`src/rtl/po_queue.sv`:
```
module po_queue #(
    parameter int DEPTH = 4,
    parameter int WIDTH = 8
) (
    input  logic                       i_clk,
    input  logic                       i_rst_n,
    input  logic                       i_push,
    input  logic [WIDTH-1:0]           i_data,
    input  logic                       i_pop,
    output logic [WIDTH-1:0]           o_data,
    output logic [$clog2(DEPTH+1)-1:0] o_count
);

    localparam int PTR_W = (DEPTH > 1) ? $clog2(DEPTH) : 1;
    localparam int CNT_W = $clog2(DEPTH + 1);

    logic [WIDTH-1:0] r_mem [DEPTH];
    logic [PTR_W-1:0] r_wr_ptr;
    logic [PTR_W-1:0] r_rd_ptr;
    logic [CNT_W-1:0] r_count;
    logic [CNT_W-1:0] n_count;

    always_comb begin
        n_count = r_count;
        if (i_push && !i_pop) begin
            n_count = r_count + CNT_W'(1);
        end else if (!i_push && i_pop) begin
            n_count = r_count - CNT_W'(1);
        end
    end

    always_ff @(posedge i_clk) begin
        if (!i_rst_n) begin
            r_wr_ptr <= '0;
            r_rd_ptr <= '0;
            r_count  <= '0;
        end else begin
            if (i_push) begin
                r_wr_ptr <= (r_wr_ptr == PTR_W'(DEPTH - 1)) ? '0 : r_wr_ptr + PTR_W'(1);
            end
            if (i_pop) begin
                r_rd_ptr <= (r_rd_ptr == PTR_W'(DEPTH - 1)) ? '0 : r_rd_ptr + PTR_W'(1);
            end
            r_count <= n_count;
        end
    end

    always_ff @(posedge i_clk) begin
        if (i_push) begin
            r_mem[r_wr_ptr] <= i_data;
        end
    end

    assign o_data  = r_mem[r_rd_ptr];
    assign o_count = r_count;

    a_no_overflow: assert property (@(posedge i_clk) disable iff (!i_rst_n)
        !(i_push && !i_pop && r_count == CNT_W'(DEPTH)))
        else $error("Queue written while full.");

    a_no_underflow: assert property (@(posedge i_clk) disable iff (!i_rst_n)
        !(i_pop && r_count == '0))
        else $error("Queue read while empty.");

    a_count_bound: assert property (@(posedge i_clk) disable iff (!i_rst_n)
        r_count <= CNT_W'(DEPTH))
        else $error("Queue count exceeds the depth.");

endmodule

```
`config.mk`:
```
export PLATFORM = sky130hd
export DESIGN_NAME = po_queue
export DESIGN_NICKNAME = d
export VERILOG_FILES = /design/src/rtl/po_queue.sv
export SDC_FILE = /design/constraint.sdc
export NUM_CORES = 1
export LEC_CHECK = 0
export BUFFER_PORTS_ARGS = -buffer_cell sky130_fd_sc_hd__buf_2
export CAP_MARGIN = 25
export CORE_ASPECT_RATIO = 1.1
export CORE_UTILIZATION = 50
export CTS_BUF_LIST = sky130_fd_sc_hd__clkbuf_4 sky130_fd_sc_hd__clkbuf_8 sky130_fd_sc_hd__clkbuf_16
export DETAILED_ROUTE_END_ITERATION = 6
export GPL_TIMING_DRIVEN = 0
export PLACE_DENSITY = 0.77
export SETUP_SLACK_MARGIN = 0.1
export SLEW_MARGIN = 10
export SYNTH_ARGS = -nofsm -noshare
export SYNTH_HDL_FRONTEND = slang
export SYNTH_SLANG_ARGS = --single-unit
```
`constraint.sdc`:
```
create_clock -name i_clk -period 2.8 [get_ports i_clk]
set_input_delay 0.84 -clock i_clk [delete_from_list [all_inputs] [get_ports i_clk]]
set_output_delay 0.84 -clock i_clk [all_outputs]
set_load 0.01 [all_outputs]
```
Word level (Yosys, flattened, before mapping)
Memory sizes are Yosys's and may differ from the RTL's. A register that Yosys moved wholly into a read port is not among the register bits.
Cells that the tools add are included.
Widths: inputs -> output; s select.
{ "word_totals": {"out_inout_bits": 11, "mem_bits_rw": 32, "n_memories": 1, "register_bits": 7, "wordCells": 23, "in_bits": 12} }
{ "classes": {"n_addsub": 4, "n_mux": 8, "reduce_logical": 5, "eq_ne": 2} }
{ "memory_table": {"columns": ["name", "depth", "word_bits", "rd", "rd_ports_with_merged_regs", "wr", "line_no", "source"], "rows": [
  ["r_mem", 4, 8, 1, 1, 1, "17", "logic [WIDTH-1:0] r_mem [DEPTH];"]
]} }
{ "op_table": {"columns": ["cell", "count"], "rows": [
  ["$mux 2", 4],
  ["$mux 3", 2],
  ["$add 2x1->2 const B", 2],
  ["$eq 2x2->1 const B", 2],
  ["$add 3x1->3 const B", 1],
  ["$sub 3x1->3 const B", 1],
  ["$logic_and 1x1->1", 2],
  ["$logic_not 1->1", 2],
  ["$mux 1", 2],
  ["$reduce_bool 2->1", 1]
]} }

Longest topological paths before layout
{ "logic_depth": {"ltp_word": 4, "depth_mapped": 7} }

Least setup slack after synthesis
Ideal clock, no wire load.
{ "synth_path": {"kind": "input to register", "from": "in i_pop", "to": "reg r_count[2] (netlist: o_count[2])", "setup_ps": 70, "n_path_buf": 0, "slack_ps": 697, "path_stages": 7, "arrival_ps": 2033, "t_required_ps": 2730, "cell_sequence": "inv_1 > ha_1 > inv_1 > fa_1 > xor2_1 > or3_1 > a21boi_1"} }
{ "synth_via": {"elab_chain_len": 3} }
{ "synth_lines": {"columns": ["item", "line_no", "source"], "rows": [
  ["start, declared", "9", "input logic i_pop,"],
  ["$logic_not 1->1", "25", "if (i_push && !i_pop) begin"],
  ["$logic_and 1x1->1", "25", null],
  ["$mux 3 / $reduce_bool 2->1 (equally long branches)", null, null],
  ["end signal, assigned", "44", "r_count <= n_count;"],
  ["end, declared", "20", "logic [CNT_W-1:0] r_count;"]
]} }
Several ways; a longest one is shown, not always the timed one.
A chain may end at the register's enable or synchronous reset.

==> impl_summary.md <==
Clocking
The H-tree was split into 2 levels. In this run, post-CTS hold repair placed 0 buffers. CTS saw ~40 sinks. The clock passes through at most 2 buffers. The number of setup buffers added after CTS is 0. The latest clock arrival within the worst-skew pair is 0.35 ns. The clock slew at the register clock pins of the worst setup and hold paths is roughly 0.12 ns. The cell chosen for the clock root is sky130_fd_sc_hd__clkbuf_4. The number of gates resized after CTS was 0.

The CTS tree is built. Buffers inserted during clock tree synthesis total 5.

Routing
The DRC marker count from the first detailed-route iteration is 20. The count of nets left with antenna violations once routing finished came out at 0. The first detailed-routing pass ran for 4 iterations.

The final layout contains routed wiring with a total length of 2390 um. The detailed-route wire length per cell is 16.1 um. After detailed routing, the number of vias per cell comes to about 5.2. The post-detailed-route DRC marker count is 0.

The number of vias after detailed routing is between 700 and 800.

Logic synthesis
By area the synthesized netlist is led by sky130_fd_sc_hd__edfxtp_1 (60%), sky130_fd_sc_hd__dfxtp_1 (11%), sky130_fd_sc_hd__mux4_2 (11%). The share of flip-flops with an asynchronous set or reset is 0. The number of flops mapped to enable cells by yosys is 32.

The portion of synthesized cell area occupied by the leading cell type is 0.600. The number of warnings issued by yosys is 0. For this run, the leading register cell type out of synthesis is sky130_fd_sc_hd__edfxtp_1. Counting every instance in the synthesized netlist gives 84. Of the synthesized area, sequential elements account for 0.712. A synthesized cell averages 19.1 sq um. The netlist uses 19 different library cells.

The post-synthesis net count is about 100. The combined area of all synthesized cells is ~1600 sq um. The total of flip-flops plus latches after synthesis is a little over 40. The biggest area contributor in the post-synthesis netlist is sky130_fd_sc_hd__edfxtp_1.

Global routing
The first-pass GRT wire length is between 3000 and 4000 um. The maximum number of pins on one net before global-route repair is 15. The initial antenna violation count is 0. The sum of overflow across all layers after global routing is 0. The number of global-route vias before repair was 741.

The global-route usage over all layers is 0.154.

Die
The overall die area is around 3400 sq um. The height of the die is 61.4 um. The number of primary I/O pins is 23. The floorplan step set the die width to between 50 and 60 um. After floorplanning, the core was divided into 21 placement rows. The core area is between 3000 and 4000 sq um. The starting density of the core is 0.526.

Critical path
The delay contributed by the slowest stage of the critical path is between 0.5 and 0.6 ns. Among all stages on the critical path, the largest delay is contributed by sky130_fd_sc_hd__mux4_2. The data required time of the worst path is 1.96 ns. The capturing element type of the critical path is an output pin. The number of buffers and inverters on the critical path is 2. Data arrives at the worst endpoint at roughly 1.5 ns.

Grouping stages by cell kind, the critical path spends the most delay in multiplexers. Along the worst path, the maximum fanout reaches 8. The startpoint kind of the worst setup timing path is a flop. The critical path goes through buf_6, mux4_2, buf_2. By startpoint and endpoint, the worst setup path is classified as reg2out.

Place
The total of buffers placed on input and output ports is 22. The final estimated routing congestion in global placement is roughly 0.65. The cell total after placement is 140. Summed over all nets, the half-perimeter wirelength after detailed placement is about 1600 um.

Cells and area
The number of antenna diodes in the final layout is 0. The number of standard cells in the final layout excluding fillers is about 150. The share of final-layout standard cells stronger than drive strength 1 is 0.351. Compared with the post-synthesis result, the final layout area differs by 14.8%. The net count of the finished layout is between 100 and 150.

The final-layout fill cell count is 240.

Timing
Based on the critical path, the design can be clocked at up to approximately 420 MHz. The worst clock skew on the final layout is approximately 0.0070 ns. The setup TNS is 0 ns. Of the available clock period, the critical path in the final layout requires 0.841. The total count of max-transition violations in the final report is 0.

The headroom to the max-slew limit is 0.707. Setup repair after global routing left no endpoint under its margin. The clock period could shrink to between 2 and 2.5 ns. Setup violations remaining at the end of the flow were counted as 0. At the pin with the least slew margin, the transition time is 0.439 ns. The final-report hold violation count is 0.

Power
Of the total power, the share spent switching nets is 0.230. Of the total power, registers draw 0.572. Summed over all nets, the switching power comes to 0.000285 W. The part of the power in the clock network is 0.312. The areal power density over the cells is approximately 670 nW/um^2. IR analysis of the VDD net gives a maximum drop of between 400 and 500 uV. Of the total power, combinational logic draws 0.116.

The internal power of the cells totals approximately 0.00095 W. The leakage power is 0.687 nW.

Job
The number of max-cap violations is 0.

Min path
The class of the tightest hold or removal check is reg2reg.

Status
The run finished with clean final reports.
[synthesized netlist by cell type, types with 4 or more instances]
| master | count |
|---|---|
| sky130_fd_sc_hd__edfxtp_1 | 32 |
| sky130_fd_sc_hd__dfxtp_1 | 9 |
| sky130_fd_sc_hd__mux4_2 | 8 |
| sky130_fd_sc_hd__ha_1 | 6 |
| sky130_fd_sc_hd__and2_1 | 5 |
| sky130_fd_sc_hd__nor2b_1 | 5 |
| sky130_fd_sc_hd__inv_1 | 4 |
| sky130_fd_sc_hd__mux2i_1 | 4 |
[layout make-up]
type	instances	area, sq um	share of cell area
Clock inverter	3	46.3	0.0252
Multi-Input combinational cell	37	430	0.234
Inverter	4	15.0	0.00816
Sequential cell	41	1140	0.620
Tap cell	34	42.5	0.0231
Buffer	2	16.3	0.00884
Timing Repair Buffer	22	110	0.0599
Clock buffer	5	37.5	0.0204
[cell families (layout without fill, tap and decap cells)]
family | Yosys count | in the layout | share of synthesized area
flops | 41 | 41 | 0.712
xor+xnor | 2 | 2 | 0.0109
fa+ha+maj | 7 | 7 | 0.0593
simple gates | 13 | 13 | 0.0484
mux | 12 | 12 | 0.137
buf+inv | 6 | 36 | 0.0195
compound gates | 3 | 3 | 0.0125
[sequential cells by signal (all words and copies together) (netlist names), named ones only]
signal,count
r_mem,32
r_rd_ptr,2
o_count,3
r_wr_ptr,2
[power groups by stage]
stage | sequential [W] | clock, W | combinational (W)
floorplan | 0.000722 | 0 | 0.0000893
global placement | 0.000719 | 0 | 0.000139
detailed placement | 0.000722 | 0 | 0.000145
CTS | 0.000708 | 0.000395 | 0.000146
global route | 0.000712 | 0.000422 | 0.000159
finish | 0.000708 | 0.000386 | 0.000143
[through the flow]
step	util	power [W]	cell area [sq um]	worst slack [ns]	hold slack (ns)
6_report	0.603	0.00124	1840	0.444	0.484
3_5_place_dp	0.576	0.000867	1760	0.492	0.474
4_1_cts	0.603	0.00125	1840	0.408	0.492
2_1_floorplan	-	0.000812	1600	0.697	0.501
3_3_place_gp	0.576	0.000858	1760	0.520	0.464
5_1_grt	0.603	0.00129	1840	0.364	0.539
[layout by cell type (no fill, tap or decap), types with 4 or more instances in the layout]
master                     count
sky130_fd_sc_hd__nor2b_1       5
sky130_fd_sc_hd__inv_1         4
sky130_fd_sc_hd__mux2i_1       4
sky130_fd_sc_hd__ha_1          6
sky130_fd_sc_hd__buf_2        22
sky130_fd_sc_hd__edfxtp_1     32
sky130_fd_sc_hd__clkbuf_4      5
sky130_fd_sc_hd__dfxtp_1       9
sky130_fd_sc_hd__mux4_2        8
sky130_fd_sc_hd__and2_1        5
[routing by layer]
metal	track usage	wire, um	vias to the layer above
met1	0.167	1000	375
li1	-	-	379
met3	0.0714	108	4
met2	0.264	1240	16
met4	0.0732	35	0
met5	0	0	-
[path summary, 6_finish.rpt]
check,cells past startpoint,slack [ns],from,to
worst max-delay path,3,0.44,flop,o_data[2]
worst min-delay path,2,0.48,o_count[2],o_count[2]
worst max register to register,4,1.33,o_count[0],o_count[2]
worst min register to register,2,0.48,o_count[2],o_count[2]
[worst reg2reg max path: stages (launching register included)]
cell                       delay, ns
sky130_fd_sc_hd__dfxtp_1        0.37
sky130_fd_sc_hd__fa_1           0.45
sky130_fd_sc_hd__xor2_1         0.16
sky130_fd_sc_hd__or3_1          0.30
sky130_fd_sc_hd__a21boi_1       0.13
Power figures use the tool's default switching activity.
