### src/rtl/po_pkg.sv
package po_pkg;

    localparam int INV_SR_W = 41;
    localparam logic [INV_SR_W-1:0] INV_SR_RESET = 41'd5864062015;

    localparam logic REG_INV_SR = 1'b0;

    localparam logic [31:0] SYNC_ONE   = 32'h4000_0000;
    localparam logic [31:0] HALF_TURN  = 32'h8000_0000;
    localparam logic [31:0] WAVE_ONE   = 32'h4000_0000;

    typedef struct packed {
        logic        sync_load;
        logic [31:0] load_phase;
        logic [31:0] offs;
        logic        step_neg;
        logic [31:0] step;
    } t_cmd;

endpackage

### src/rtl/po_back.sv
module po_back #(
    parameter int CMD_DEPTH = 4,
    parameter int OUT_DEPTH = 4
) (
    input  logic                            i_clk,
    input  logic                            i_rst_n,
    input  po_pkg::t_cmd                    i_cmd,
    input  logic [$clog2(CMD_DEPTH+1)-1:0]  i_cmd_count,
    input  logic [$clog2(OUT_DEPTH+1)-1:0]  i_out_count,
    output logic                            o_cmd_pop,
    output logic                            o_wave_valid,
    output logic signed [31:0]              o_wave
);

    import po_pkg::*;

    localparam int OCNT_W = $clog2(OUT_DEPTH + 1);

    logic [OCNT_W:0]  committed;
    logic             pop;
    logic [31:0]      phase;
    logic [31:0]      n_phase;
    logic [31:0]      twice;
    logic [31:0]      fold;

    logic [31:0]      r_phase;
    logic [31:0]      r_prev;

    logic             r_b1_valid;
    logic [31:0]      r_b1_a;
    logic             r_b1_neg;

    logic             r_b2_valid;
    logic [31:0]      r_b2_sq;
    logic             r_b2_neg;

    logic [63:0]      sq;
    logic [31:0]      mag;

    assign committed = {1'b0, i_out_count} + (OCNT_W+1)'(r_b1_valid)
                     + (OCNT_W+1)'(r_b2_valid);
    assign pop = (i_cmd_count != '0) && (committed < (OCNT_W+1)'(OUT_DEPTH));

    always_comb begin
        if (i_cmd.sync_load) begin
            phase = i_cmd.load_phase;
        end else begin
            phase = r_phase + i_cmd.offs - r_prev;
        end
        if (i_cmd.step_neg) begin
            n_phase = phase - i_cmd.step;
        end else begin
            n_phase = phase + i_cmd.step;
        end
        twice = {phase[30:0], 1'b0};
        fold  = twice[31] ? (twice - HALF_TURN) : (HALF_TURN - twice);
    end

    always_ff @(posedge i_clk) begin
        if (!i_rst_n) begin
            r_phase    <= '0;
            r_prev     <= '0;
            r_b1_valid <= 1'b0;
            r_b2_valid <= 1'b0;
        end else begin
            if (pop) begin
                r_phase <= n_phase;
                r_prev  <= i_cmd.offs;
            end
            r_b1_valid <= pop;
            r_b2_valid <= r_b1_valid;
        end
    end

    assign sq = 64'(r_b1_a) * 64'(r_b1_a);

    always_ff @(posedge i_clk) begin
        if (pop) begin
            r_b1_a   <= fold;
            r_b1_neg <= phase > HALF_TURN;
        end
        if (r_b1_valid) begin
            r_b2_sq  <= sq[63:32];
            r_b2_neg <= r_b1_neg;
        end
    end

    assign mag          = WAVE_ONE - r_b2_sq;
    assign o_wave       = $signed(r_b2_neg ? (~mag + 32'd1) : mag);
    assign o_wave_valid = r_b2_valid;
    assign o_cmd_pop    = pop;

    a_b1_to_b2: assert property (@(posedge i_clk) disable iff (!i_rst_n)
        r_b1_valid |=> r_b2_valid)
        else $error("Back stage lost a beat.");

    a_pop_nonempty: assert property (@(posedge i_clk) disable iff (!i_rst_n)
        pop |-> i_cmd_count != '0)
        else $error("Back read an empty command queue.");

    a_out_credit: assert property (@(posedge i_clk) disable iff (!i_rst_n)
        committed <= (OCNT_W+1)'(OUT_DEPTH))
        else $error("Back committed more beats than the result queue holds.");

endmodule

### config.mk
export PLATFORM = sky130hd
export DESIGN_NAME = po_back
export DESIGN_NICKNAME = d
export VERILOG_FILES = /design/src/rtl/po_pkg.sv /design/src/rtl/po_back.sv
export SDC_FILE = /design/constraint.sdc
export NUM_CORES = 2
export LEC_CHECK = 0
export ABC_CLOCK_PERIOD_IN_PS = 11400
export BUFFER_PORTS_ARGS = -buffer_cell sky130_fd_sc_hd__buf_2
export CORE_MARGIN = 2
export CORE_UTILIZATION = 50
export DETAILED_ROUTE_END_ITERATION = 12
export PLACE_DENSITY = 0.7
export SLEW_MARGIN = 20
export SYNTH_ARGS = -nofsm -noshare
export SYNTH_HDL_FRONTEND = slang
export SYNTH_SLANG_ARGS = --single-unit
### constraint.sdc
create_clock -name i_clk -period 11.4 [get_ports i_clk]
set_clock_uncertainty 0.1 [all_clocks]
set_input_delay 2.28 -clock i_clk [delete_from_list [all_inputs] [get_ports i_clk]]
set_output_delay 2.28 -clock i_clk [all_outputs]
set_load 0.01 [all_outputs]
# Word-level counts from Yosys, hierarchy flattened
# Cells that the tools add are included.
word_totals:
  reg_bits: 132
  latch_bits: 0
  mem_bits_rw: 0
  romBits: 0
  input_bits: 106
  output_inout_bits: 34
  n_memories: 0
op_classes:
  n_addsub: 10
  n_mul: 1
  n_div: 0
  magnitude_cmp: 2
  n_eq_ne: 0
  shift: 0
  muxes: 4
  bitwise_logic: 1
  n_reduce_logical: 2
ops:
  columns: ["cell", "count"]
  rows:
  - ["32-bit 2-to-1 mux", 4]
  - ["32-bit adder", 2]
  - ["32-bit by 32-bit multiplier with 64-bit output", 1]
  - ["32-bit subtractor", 2]
  - ["32-bit by 1-bit adder with 32-bit output (second input constant)", 1]
  - ["32-bit > comparator (second input constant)", 1]
  - ["32-bit inverter", 1]
  - ["31-bit by 32-bit subtractor with 32-bit output (first input constant)", 1]
  - ["32-bit subtractor (first input constant)", 1]
  - ["32-bit subtractor (second input constant)", 1]
  - ["3-bit by 1-bit adder with 4-bit output", 1]
  - ["4-bit by 1-bit adder with 4-bit output", 1]
  - ["4-bit by 3-bit < comparator with 1-bit output (second input constant)", 1]
  - ["3-bit nonzero test", 1]
  - ["1-bit logical AND", 1]

# Longest topological paths before layout
depth:
  depth_word: 5
  ltp_mapped: 30
  ltp_nobuf: 29

# Worst setup path before layout
# No wires, ideal clock.
synth_timing:
  kind: "register to register"
  from: "register r_b1_a[28]"
  to: "register r_b2_sq[28] (data pin)"
  setup_time_ns: 0.262
  t_arrival_ns: 7.902
  slack_ns: 3.136
  path_stages_with_launch: 29
  period_less_slack_ns: 8.264
  path_cell_list: "edfxtp_1 > clkbuf_1 > clkbuf_1 > nand2_1 > fa_1 > inv_1 > fa_1 > fa_1 > inv_1 > fa_1 > inv_1 > fa_1 > fa_1 > fa_1 > inv_1 > fa_1 > inv_1 > ha_1 > and4_1 > nand4_1 > a2111oi_0 > o31ai_1 > or4_1 > o2111a_1 > o31a_1 > o21ai_1 > a211oi_1 > o21bai_1 > xor2_1"
synth_via:
  elab_chain_len: 1
synth_rtl:
  columns: ["item", "line_no", "text"]
  rows:
  - ["from (decl)", "po_back.sv:30", "logic [31:0] r_b1_a;"]
  - ["from (signal assigned)", "po_back.sv:79", "r_b1_a <= fold;"]
  - ["32-bit by 32-bit multiplier with 64-bit output", "po_back.sv:75", "assign sq = 64'(r_b1_a) * 64'(r_b1_a);"]
  - ["via sq[60]", "po_back.sv:37", "logic [63:0] sq;"]
  - ["to (signal assigned)", "po_back.sv:83", "r_b2_sq <= sq[63:32];"]
  - ["to (decl)", "po_back.sv:34", "logic [31:0] r_b2_sq;"]
# The timed path passes the listed nets, and every way through them passes these cells.
# A chain may end at the register's enable or synchronous reset.

# Worst setup path in the final report
layout_timing:
  from: "register r_b1_a[6]"
  to: "register r_b2_sq[24] (data pin)"
# The elaborated chain is that of the path after synthesis.

==> results by group <==
Run status
  • Status: finished clean

Setup path
  • R2R Path Start: r_b1_a[6]
  • R2r endpoint: r_b2_sq[24]
  • CP max stage delay: a little under 0.9 ns
  • WP data required: 11.51 ns
  • CP arrival: 9.81 ns
  • CP startpoint: r_b1_a[6]
  • Worst reg-to-reg path cell count: 26
  • Crit path top cell by count: fa_1
  • Crit Path Max Fanout: 13
  • Worst Setup End Kind: flip-flop
  • Slowest cell on crit path: a2111oi_0
  • Crit Path Class: reg2reg
  • Setup slack, reg-to-reg: 1.70 ns
  • Startpoint types: flip-flop

Run
  • Max-Cap Viols: 0

CTS
  • Root Driver: clkbuf_16
  • Post-CTS Repair Setup Buffers: 0
  • Clk_lat worst skew: 0.47 ns
  • Clk buf depth: 2
  • Max H-tree Level: 4
  • CTS sink cnt: 131
  • Resized cells post-CTS: 0
  • Cts hold-fix bufs: 0
  • TritonCTS clock tree: built
  • Clock-pin slew on the worst setup and hold paths: about 0.070 ns
  • Clock buffer count from CTS: 17

Route
  • Avg Vias per Cell: 5.19
  • Drt total wl: 94.1 mm
  • Final ANT Viol Nets: 0
  • DRT Pass-1 Iters: 6
  • Per-cell routed wire length: ~17 um
  • # DRC: 0
  • Vias: ~29000
  • Starting DRT DRC Count: 1639

Global route
  • Initial antenna violation count: 0
  • Total grt overflow: 0
  • First-pass GRT wire length: 155 mm
  • Largest net degree at the start of global routing: between 80 and 90
  • GRT Util Overall: 0.244
  • Vias in the first global route: 29900

Placed design
  • Placer Congestion: 0.982
  • Port Buffers: 139
  • Post-placement cell area: 40800 um2
  • DP HPWL: 79.2 mm

Timing
  • RSZ-0062 raised after global routing: no
  • Min cycle time layout: 9.70 ns
  • Hold Worst Slack: 0.365 ns
  • Setup TNS Final: 0 ns
  • Number of setup violations in the final report: 0
  • Max_slew headroom: 0.205
  • Final Hold Viols: 0
  • Slew Viols, Final: 0
  • Worst Max-Slew Pin Slew: around 1.2 ns
  • Peak Freq: 103 MHz
  • Final period util: 0.851

Floorplanning
  • Die W: ~280 um
  • Die ar.: 80300 um2
  • I/O pin count: 140
  • CORE AREA: 77300 um2
  • Starting Density: 0.505
  • Die height: ~280 um
  • Site Rows: just over 100

Yosys
  • Synth top area cells: fa_1, ha_1, inv_1
  • Synth top area share: 0.399
  • Syn Area/Cell: 8.90 um2
  • Distinct cells, synth: 96
  • Sequential area share after synthesis: 0.0838
  • Top-count cell post-synth: inv_1
  • Netlist Area Pre-Place: 39000 um2
  • Most frequent cells after synthesis: inv_1, fa_1, nand2_1, ha_1, and2_1
  • Syn_nets: 5641
  • Number of flops mapped to enable cells by yosys: 65
  • Prevailing post-synth register cell: dfxtp_1
  • Async SR Flop Fraction: 0
  • Synth warnings: 0
  • Synthesis-stage register bit count: 131
  • Post-Synthesis Cells: 4386
  • Dominant cell type by area after synthesis: fa_1

Hold path
  • Hold crit path type: reg2reg
  • Hold path endpoint: r_phase[6]
  • Worst Hold Depth: 2
  • Hold_sp: r_phase[6]

Finish
  • Ratio of cells with drive above 1 in the final layout: 0.0615
  • Final Core Density: 0.535
  • Nets: between 5000 and 6000
  • Final instance area: 41400 um2
  • Area growth from synthesis to layout: 6.04%
-- worst max-delay path by stage --
stage | to | slack (ns) | depth (start not counted)
final | r_b2_sq[24] | 1.70 | 26
after global routing | r_b2_sq[24] | 1.29 | 26
after CTS | r_b2_sq[24] | 1.73 | 25
after detailed placement | r_b2_sq[24] | 1.77 | 26
after global placement | r_b2_sq[24] | 1.86 | 26
after floorplan | r_b2_sq[28] | 3.14 | 28
-- flip-flops by register name (all words and copies together), names as in the netlist --
name / flops
r_b1_neg: 1
o_wave_valid: 1
r_b1_valid: 1
r_b2_neg: 1
r_phase: 32
r_prev: 32
r_b1_a: 31
r_b2_sq: 32
-- worst max-delay path, delay by kind of cell (launching register included) --
| family | cells | cell delay, ns |
|---|---|---|
| and+or+nand+nor | 3 | 0.57 |
| DFF | 1 | 0.83 |
| buffers and inverters | 6 | 0.62 |
| AOI/OAI and AO/OA | 7 | 2.96 |
| xor gates and xnor gates | 1 | 0.12 |
| adders and majority gates | 9 | 4.20 |
-- logic make-up (layout without fill, tap and decap cells) --
group                    count (synthesis)  after routing  share of synthesized area
AO/OA/AOI/OAI                          489            489                     0.0838
XOR/XNOR                               216            216                     0.0485
adder cells (fa/ha/maj)               1149           1149                      0.518
buffers and inverters                 1331           1401                      0.129
flip-flops                             131            131                     0.0838
multiplexers                            14             14                    0.00375
other                                    0              1                          0
AND/OR/NAND/NOR                       1056           1056                      0.134
-- per-layer routing --
layer / track usage / vias up / routed length [um] / part of all wire
li1: - / 13400 / - / -
met1: 0.334 / 14200 / 40500 / 0.43
met2: 0.399 / 811 / 44300 / 0.47
met3: 0.0381 / 117 / 6550 / 0.070
met4: 0.0737 / 0 / 2650 / 0.028
met5: 0 / - / 0 / 0
-- placed cells by master, fill, tap and decap left out, types with 32 or more instances in the layout --
master    instances
fa_1            778
buf_4            47
xnor2_1         148
a21oi_1         114
buf_2           139
nand3_1          32
o21ai_0          93
nor2_1          128
a21o_1           52
a21boi_0         45
ha_1            371
dfxtp_1          65
and2_1          225
edfxtp_1         65
inv_1          1181
xor2_1           68
nand2_1         458
nor3_1           40
-- per-stage QoR --
| stage | setup WS, ns | cells |
|---|---|---|
| after floorplan | 3.14 | 4386 |
| after global placement | 1.86 | 5464 |
| after detailed placement | 1.77 | 5464 |
| after CTS | 1.73 | 5496 |
| after global routing | 1.29 | 5496 |
| final | 1.70 | 5497 |
-- final cells by class --
class	instances	area, um2
fill	7128	35900
multi-input combinational	2924	30800
inverter	1183	4440
sequential	131	3270
tap	1040	1300
timing repair buffer	186	1050
clock buffer	18	429
clock inverter	14	145
antenna	1	2.50
Power is left out: the tool's default activity adds up to more than one toggle a clock period on the data nets, which glitch-free logic cannot reach.
