## src/rtl/po_pkg.sv

```systemverilog
package po_pkg;

    localparam int INV_SR_W = 41;
    localparam logic [INV_SR_W-1:0] INV_SR_RESET = 41'd5864062015;

    localparam logic REG_INV_SR = 1'b0;

    localparam logic [31:0] SYNC_ONE   = 32'h4000_0000;
    localparam logic [31:0] HALF_TURN  = 32'h8000_0000;
    localparam logic [31:0] WAVE_ONE   = 32'h4000_0000;

    typedef struct packed {
        logic        sync_load;
        logic [31:0] load_phase;
        logic [31:0] offs;
        logic        step_neg;
        logic [31:0] step;
    } t_cmd;

endpackage

```

## src/rtl/po_front.sv

```systemverilog
module po_front #(
    parameter int CMD_DEPTH = 4
) (
    input  logic                            i_clk,
    input  logic                            i_rst_n,
    input  logic                            push,
    output logic                            full,
    input  logic signed [31:0]              i_freq_hz,
    input  logic [31:0]                     i_phase_offset,
    input  logic signed [31:0]              i_sync_value,
    input  logic [po_pkg::INV_SR_W-1:0]     i_inv_sr,
    input  logic [$clog2(CMD_DEPTH+1)-1:0]  i_queue_count,
    output logic                            o_cmd_valid,
    output po_pkg::t_cmd                    o_cmd
);

    import po_pkg::*;

    localparam int CNT_W = $clog2(CMD_DEPTH + 1);

    logic             accept;
    logic [31:0]      freq_bits;
    logic [31:0]      sync_bits;
    logic [CNT_W:0]   committed;

    logic             r_f1_valid;
    logic [31:0]      r_f1_mag;
    logic             r_f1_neg;
    logic             r_f1_sync_load;
    logic [31:0]      r_f1_load_phase;
    logic [31:0]      r_f1_offs;

    logic             r_f2_valid;
    logic [40:0]      r_f2_hi;
    logic [31:0]      r_f2_lo;
    logic             r_f2_neg;
    logic             r_f2_sync_load;
    logic [31:0]      r_f2_load_phase;
    logic [31:0]      r_f2_offs;

    logic [63:0]      prod_lo;
    logic [41:0]      step_sum;

    assign freq_bits = i_freq_hz;
    assign sync_bits = i_sync_value;

    assign committed = {1'b0, i_queue_count} + (CNT_W+1)'(r_f1_valid)
                     + (CNT_W+1)'(r_f2_valid);
    assign full      = committed >= (CNT_W+1)'(CMD_DEPTH);
    assign accept    = push && !full;

    assign prod_lo = 64'(r_f1_mag) * 64'(i_inv_sr[31:0]);

    always_ff @(posedge i_clk) begin
        if (!i_rst_n) begin
            r_f1_valid <= 1'b0;
            r_f2_valid <= 1'b0;
        end else begin
            r_f1_valid <= accept;
            r_f2_valid <= r_f1_valid;
        end
    end

    always_ff @(posedge i_clk) begin
        if (accept) begin
            r_f1_neg        <= freq_bits[31];
            r_f1_mag        <= freq_bits[31] ? (~freq_bits + 32'd1) : freq_bits;
            r_f1_sync_load  <= (sync_bits != '0) && (sync_bits <= SYNC_ONE);
            r_f1_load_phase <= {sync_bits[29:0], 2'b00};
            r_f1_offs       <= i_phase_offset;
        end
        if (r_f1_valid) begin
            r_f2_hi         <= 41'(r_f1_mag) * 41'(i_inv_sr[INV_SR_W-1:32]);
            r_f2_lo         <= prod_lo[63:32];
            r_f2_neg        <= r_f1_neg;
            r_f2_sync_load  <= r_f1_sync_load;
            r_f2_load_phase <= r_f1_load_phase;
            r_f2_offs       <= r_f1_offs;
        end
    end

    assign step_sum = 42'(r_f2_hi) + 42'(r_f2_lo);

    always_comb begin
        o_cmd.sync_load  = r_f2_sync_load;
        o_cmd.load_phase = r_f2_load_phase;
        o_cmd.offs       = r_f2_offs;
        o_cmd.step_neg   = r_f2_neg;
        o_cmd.step       = (step_sum[41:32] != '0) ? 32'd0 : step_sum[31:0];
    end

    assign o_cmd_valid = r_f2_valid;

    a_f1_to_f2: assert property (@(posedge i_clk) disable iff (!i_rst_n)
        r_f1_valid |=> r_f2_valid)
        else $error("Front stage lost a beat.");

    a_credit: assert property (@(posedge i_clk) disable iff (!i_rst_n)
        committed <= (CNT_W+1)'(CMD_DEPTH))
        else $error("Front committed more beats than the queue holds.");

    a_idle_not_full: assert property (@(posedge i_clk) disable iff (!i_rst_n)
        (!r_f1_valid && !r_f2_valid && i_queue_count == '0) |-> !full)
        else $error("Front reports full while idle.");

endmodule

```

## config.mk

```make
export PLATFORM = sky130hd
export DESIGN_NAME = po_front
export DESIGN_NICKNAME = d
export VERILOG_FILES = /design/src/rtl/po_pkg.sv /design/src/rtl/po_front.sv
export SDC_FILE = /design/constraint.sdc
export NUM_CORES = 2
export LEC_CHECK = 0
export BUFFER_PORTS_ARGS = -buffer_cell sky130_fd_sc_hd__buf_2
export CAP_MARGIN = 15
export CORE_ASPECT_RATIO = 0.6
export CORE_UTILIZATION = 45
export CTS_CLUSTER_DIAMETER = 150
export DETAILED_ROUTE_END_ITERATION = 6
export GPL_ROUTABILITY_DRIVEN = 1
export GPL_TIMING_DRIVEN = 0
export SYNTH_ARGS = -nofsm -noshare
export SYNTH_HDL_FRONTEND = slang
export SYNTH_SLANG_ARGS = --single-unit
export TNS_END_PERCENT = 1
```

## constraint.sdc

```tcl
create_clock -name i_clk -period 16.7 [get_ports i_clk]
set_input_delay 1.67 -clock i_clk [delete_from_list [all_inputs] [get_ports i_clk]]
set_output_delay 1.67 -clock i_clk [all_outputs]
set_load 0.1 [all_outputs]
```

=== Word level (Yosys, flattened, before mapping) ===
Index checks and enable logic that the tools add are counted.

* Flip-flop bits (word level): 235
* Input port bits: 143
* Output and inout bits: 100
* Logic and storage cells: 30

* Add/subtract/negate cells: 4
* $mul: 2
* $lt $le $gt $ge: 2
* Multiplexer cells: 2
* Bitwise logic cells: 1
* Reduce and logical (&&, ||, !) cells: 5

{| class="wikitable"
|+ Operators with widths
! operator !! count
|-
| multiplier 32 x 32 -> 64 bit || 1
|-
| adder 41 x 32 -> 42 bit || 1
|-
| multiplier 32 x 9 -> 41 bit || 1
|-
| adder 32 x 1 -> 32 bit, second input constant || 1
|-
| less-or-equal comparator 32 x 31 -> 1 bit, second input constant || 1
|-
| 2-to-1 mux 32 bit || 1
|-
| NOT 32 bit || 1
|-
| nonzero test 32 bit || 1
|-
| 2-to-1 mux 31 bit || 1
|-
| nonzero test 10 bit || 1
|-
| adder 3 x 1 -> 4 bit || 1
|-
| adder 4 x 1 -> 4 bit || 1
|-
| >= comparator 4 x 3 -> 1 bit, second input constant || 1
|-
| logical AND 1 bit || 2
|-
| logical NOT 1 bit || 1
|}

=== Longest topological paths before layout ===
* Word-level depth: 5
* Gate-level depth with buffers: 28
* Gate-level depth less buffers: 27

=== Worst setup path before layout ===
OpenSTA, ideal clock, no wires.

* Path kind: input port to flip-flop
* Start point: input i_inv_sr[8] (netlist name)
* End point: register r_f2_lo[28] (data pin)
* Setup time: 264 ps
* Arrival: 8312 ps
* Data required time: 16436 ps
* Path slack: 8125 ps
* Stages: 23
* Buffers on the path: 1
* Cells stage by stage: clkbuf_1 nand2_1 fa_1 fa_1 fa_1 fa_1 inv_1 fa_1 fa_1 fa_1 inv_1 fa_1 inv_1 ha_1 and3_1 and2_1 a221oi_1 o21ai_1 and2_1 o41ai_2 o21ai_1 a221oi_1 xnor2_1

* Word-level cells in the longest chain between the ends: 1

{| class="wikitable"
|+ Ends and longest elaborated chain
! what !! line !! RTL
|-
| start, declared || po_front.sv:11 || <nowiki>input logic [po_pkg::INV_SR_W-1:0] i_inv_sr,</nowiki>
|-
| multiplier 32 x 32 -> 64 bit || po_front.sv:52 || <nowiki>assign prod_lo = 64'(r_f1_mag) * 64'(i_inv_sr[31:0]);</nowiki>
|-
| via prod_lo[60] || po_front.sv:41 || <nowiki>logic [63:0] prod_lo;</nowiki>
|-
| end signal, assigned || po_front.sv:74 || <nowiki>r_f2_lo <= prod_lo[63:32];</nowiki>
|-
| end, declared || po_front.sv:35 || <nowiki>logic [31:0] r_f2_lo;</nowiki>
|}

The timed path passes the listed nets, and every way through them passes these cells.
A chain may end at the register's enable or synchronous reset.

=== Worst setup path after layout ===
Same ends and word-level chain as after synthesis.

==> metrics.md <==
| Metric | Value |
|---|---|
| Status | finished with violations |
| Failing checks | DRC, capacitance limit, slew limit |
| CTS tree | done |
| Via count | 39744 |
| Max-cap viol count | 1 |
| Die area | 115000 um^2 |
| XOR/XNOR Fraction of Synth Area | 0.0216 |
| Area delta synth->final | 8.43% |
| Vias/cell | 5.62 |
| Vias in the first global route | 38720 |
| I/O pin count | 243 |
| Netlist Area Pre-Place | 51200 um^2 |
| Post-CTS Setup Inserts | 0 |
| DP HPWL | 181000 um |
| Remaining DRCs | 6 |
| Routed Antenna Nets | 0 |
| CTS resizes | 0 |
| Initial antenna violation count | 33 |
| Post-route insts no fill | 7076 |
| Mux cell area share after synthesis | 0.000611 |
| Synth Area in Compound Gates | 0.0519 |
| Core Box Area | 112000 um^2 |
| CP startpoint | i_inv_sr[8] |
| Chip width | 437 um |
| Port bufs | 240 |
| Post-DR wirelength/cell | 29.8 um |
| Reg2reg start | r_f1_mag[0]$_DFFE_PP_ |
| Area taken by multi-input logic gates | 38900 um^2 |
| # fillers | 10750 |
| Placer Congestion | 1.08 |
| CTS Buf Count | 23 |
| Initial Util | 0.456 |
| Synth warnings | 0 |
| CTS Buffer Depth | 3 |
| Crit end category | register |
| Fraction of layout cells with a size suffix above 1 | 0.0649 |
| Yosys cell types | 77 |
| Total GRT Usage | 0.371 |
| Finished Core Util | 0.494 |
| CP max FO | 10 |
| Sequential share of the synthesized area | 0.137 |
| Setup tns final | 0 ns |
| Slew margin rel. | -0.0129 |
| Sinks on Clock Net | 235 |
| Synth Area in Adders | 0.520 |
| Wire length of the first global-routing pass | 297000 um |
| Cts hold-fix bufs | 0 |
| EDFF count, synth | 233 |
| Gate Count Post-Synth | 5261 |
| Max Freq | 0.0852 GHz |
| Fin worst setup slack | 4.96 ns |
| H-tree depth | 1 |
| Avg Cell Area, Syn | 9.73 um^2 |
| Largest net degree at the start of global routing | 65 |
| Row count | 95 |
| Hold Startpoint | r_f1_load_phase[11]$_DFFE_PP_ |
| RSZ-0062 raised after global routing | false |
| Placed insts | 7011 |
| Final Skew | 0.0390 ns |
| Crit start category | primary input |
| Synth async-reset ratio | 0 |
| Worst EP required | 17.02 ns |
| Post-Synth Simple-Gate Area | 0.166 |
| Final #Nets | 7150 |
| Min Clock Period, post-route | 11.74 ns |
| FF+latch area | 7040 um^2 |
| Dominant synthesized flop cell | edfxtp_1 |
| Final setup fails | 0 |
| Clk_lat worst skew | 0.59 ns |
| Worst slew pin tran | 1.52 ns |
| Die height | 263 um |
| CP arrival | 12.06 ns |
| Crit path kind | primary input to register |
| Largest family of logic cells by synthesized area | adder cells |
| Worst slack, placed | 4.78 ns |
| HP Class | register to register |
| Clk slew on worst S/H paths | 0.06 ns |
| Grt total ovfl | 0 |
| Initial DRC count | 5000 |
| R2R Setup Slk | 5.30 ns |
| Slew Viols, Final | 11 |
| Tcrit/Tclk final | 0.703 |
| Root buffer cell | clkbuf_16 |
| Final WL | 211000 um |
| Initial DRT Pass Iterations | 7 |
| Final Hold Vio Count | 0 |
| Post-synthesis register bit count | 235 |
[cell usage after synthesis, types with 11 or more instances]
cell type,number,area (um^2)
fa_1,1107,22200
inv_1,1102,4140
nand2_1,715,2680
and2_1,696,4350
ha_1,355,4440
clkbuf_1,270,1010
edfxtp_1,233,7000
a21oi_1,120,601
xnor2_1,85,744
a21o_1,68,510
nor2_1,64,240
o21ai_0,56,280
xor2_1,41,359
nor3_2,30,300
nand3_1,28,140
nand4_1,21,131
nor3_1,19,95.1
and3_1,18,113
o21a_1,16,120
o21bai_1,16,120
a31oi_1,14,87.6
o31ai_1,12,90.1
a211oi_1,11,82.6
[cell type report]
cell class,count,share of cell area
inverters,1102,0.0745
multi-input cells,3643,0.701
clock buffers,25,0.0105
well taps,1503,0.0339
flip-flops and latches,235,0.127
plain buffers,282,0.0199
repair buffers,258,0.0278
clock inverters,16,0.00487
diodes,12,0.000541
[worst max-delay path, cell delays in order]
cell and delay, ns:
buf_2 0.18, clkbuf_1 0.83, nand2_1 0.20, fa_1 0.58, fa_1 0.94, fa_1 0.58, fa_1 0.54, inv_1 0.06
fa_1 0.71, fa_1 0.49, fa_1 0.60, fa_1 0.48, ha_1 0.32, a21oi_1 0.17, o21ai_0 0.17, a221oi_1 1.14
o21ai_1 0.25, and2_1 0.28, o41ai_2 0.59, o21ai_1 0.59, a221oi_1 0.51, xnor2_1 0.14
[metal layers]
metal	wire (um)	GRT usage
met4	2240	0.0405
met1	97000	0.583
met2	70200	0.413
met3	41200	0.242
met5	180	0
[worst paths after layout]
path                                   end  cells after the start
max                  r_f2_lo[28]$_DFFE_PP_                     22
min          r_f2_load_phase[11]$_DFFE_PP_                      0
max reg2reg          r_f2_lo[28]$_DFFE_PP_                     22
min reg2reg  r_f2_load_phase[11]$_DFFE_PP_                      0
[flip-flops by register name, summed over array words and instances, names as in the netlist]
signal / count
r_f2_hi: 41
r_f1_mag: 32
r_f1_offs: 32
r_f2_lo: 32
r_f2_offs: 32
r_f1_load_phase: 30
r_f2_load_phase: 30
o_cmd_valid: 1
r_f1_neg: 1
r_f1_sync_load: 1
r_f1_valid: 1
r_f2_neg: 1
r_f2_sync_load: 1
[cell families (layout without fill, tap and decap cells)]
group	count (synthesis)	in the layout
AOI/OAI and AO/OA	396	396
xor gates and xnor gates	126	126
adders and majority gates	1462	1462
buffers and inverters	1384	1683
DFF	235	235
muxes	3	3
other	1	14
and+or+nand+nor	1654	1654
[stage by stage]
step	instance area, um^2	hold slack, ns
final	55500	0.416
after global routing	55500	0.423
after CTS	55300	0.420
after detailed placement	54400	0.405
after global placement	54300	0.400
after floorplan	51200	0.400
[layout by cell type, fill, tap and decap left out, types with 18 or more instances in the layout]
master and instances:
xnor2_1 85, nand3_1 28, inv_1 1102, nand4_1 21, and3_1 18, nor2_1 64
clkbuf_16 23, nor3_1 19, nor3_2 30, a21oi_1 120, clkbuf_1 272, edfxtp_1 233
fa_1 1107, nand2_1 715, buf_2 245, xor2_1 41, and2_1 695, a21o_1 68
ha_1 355, o21ai_0 56
Power is left out: the tool's default activity adds up to more than one toggle a clock period on the data nets, which glitch-free logic cannot reach.
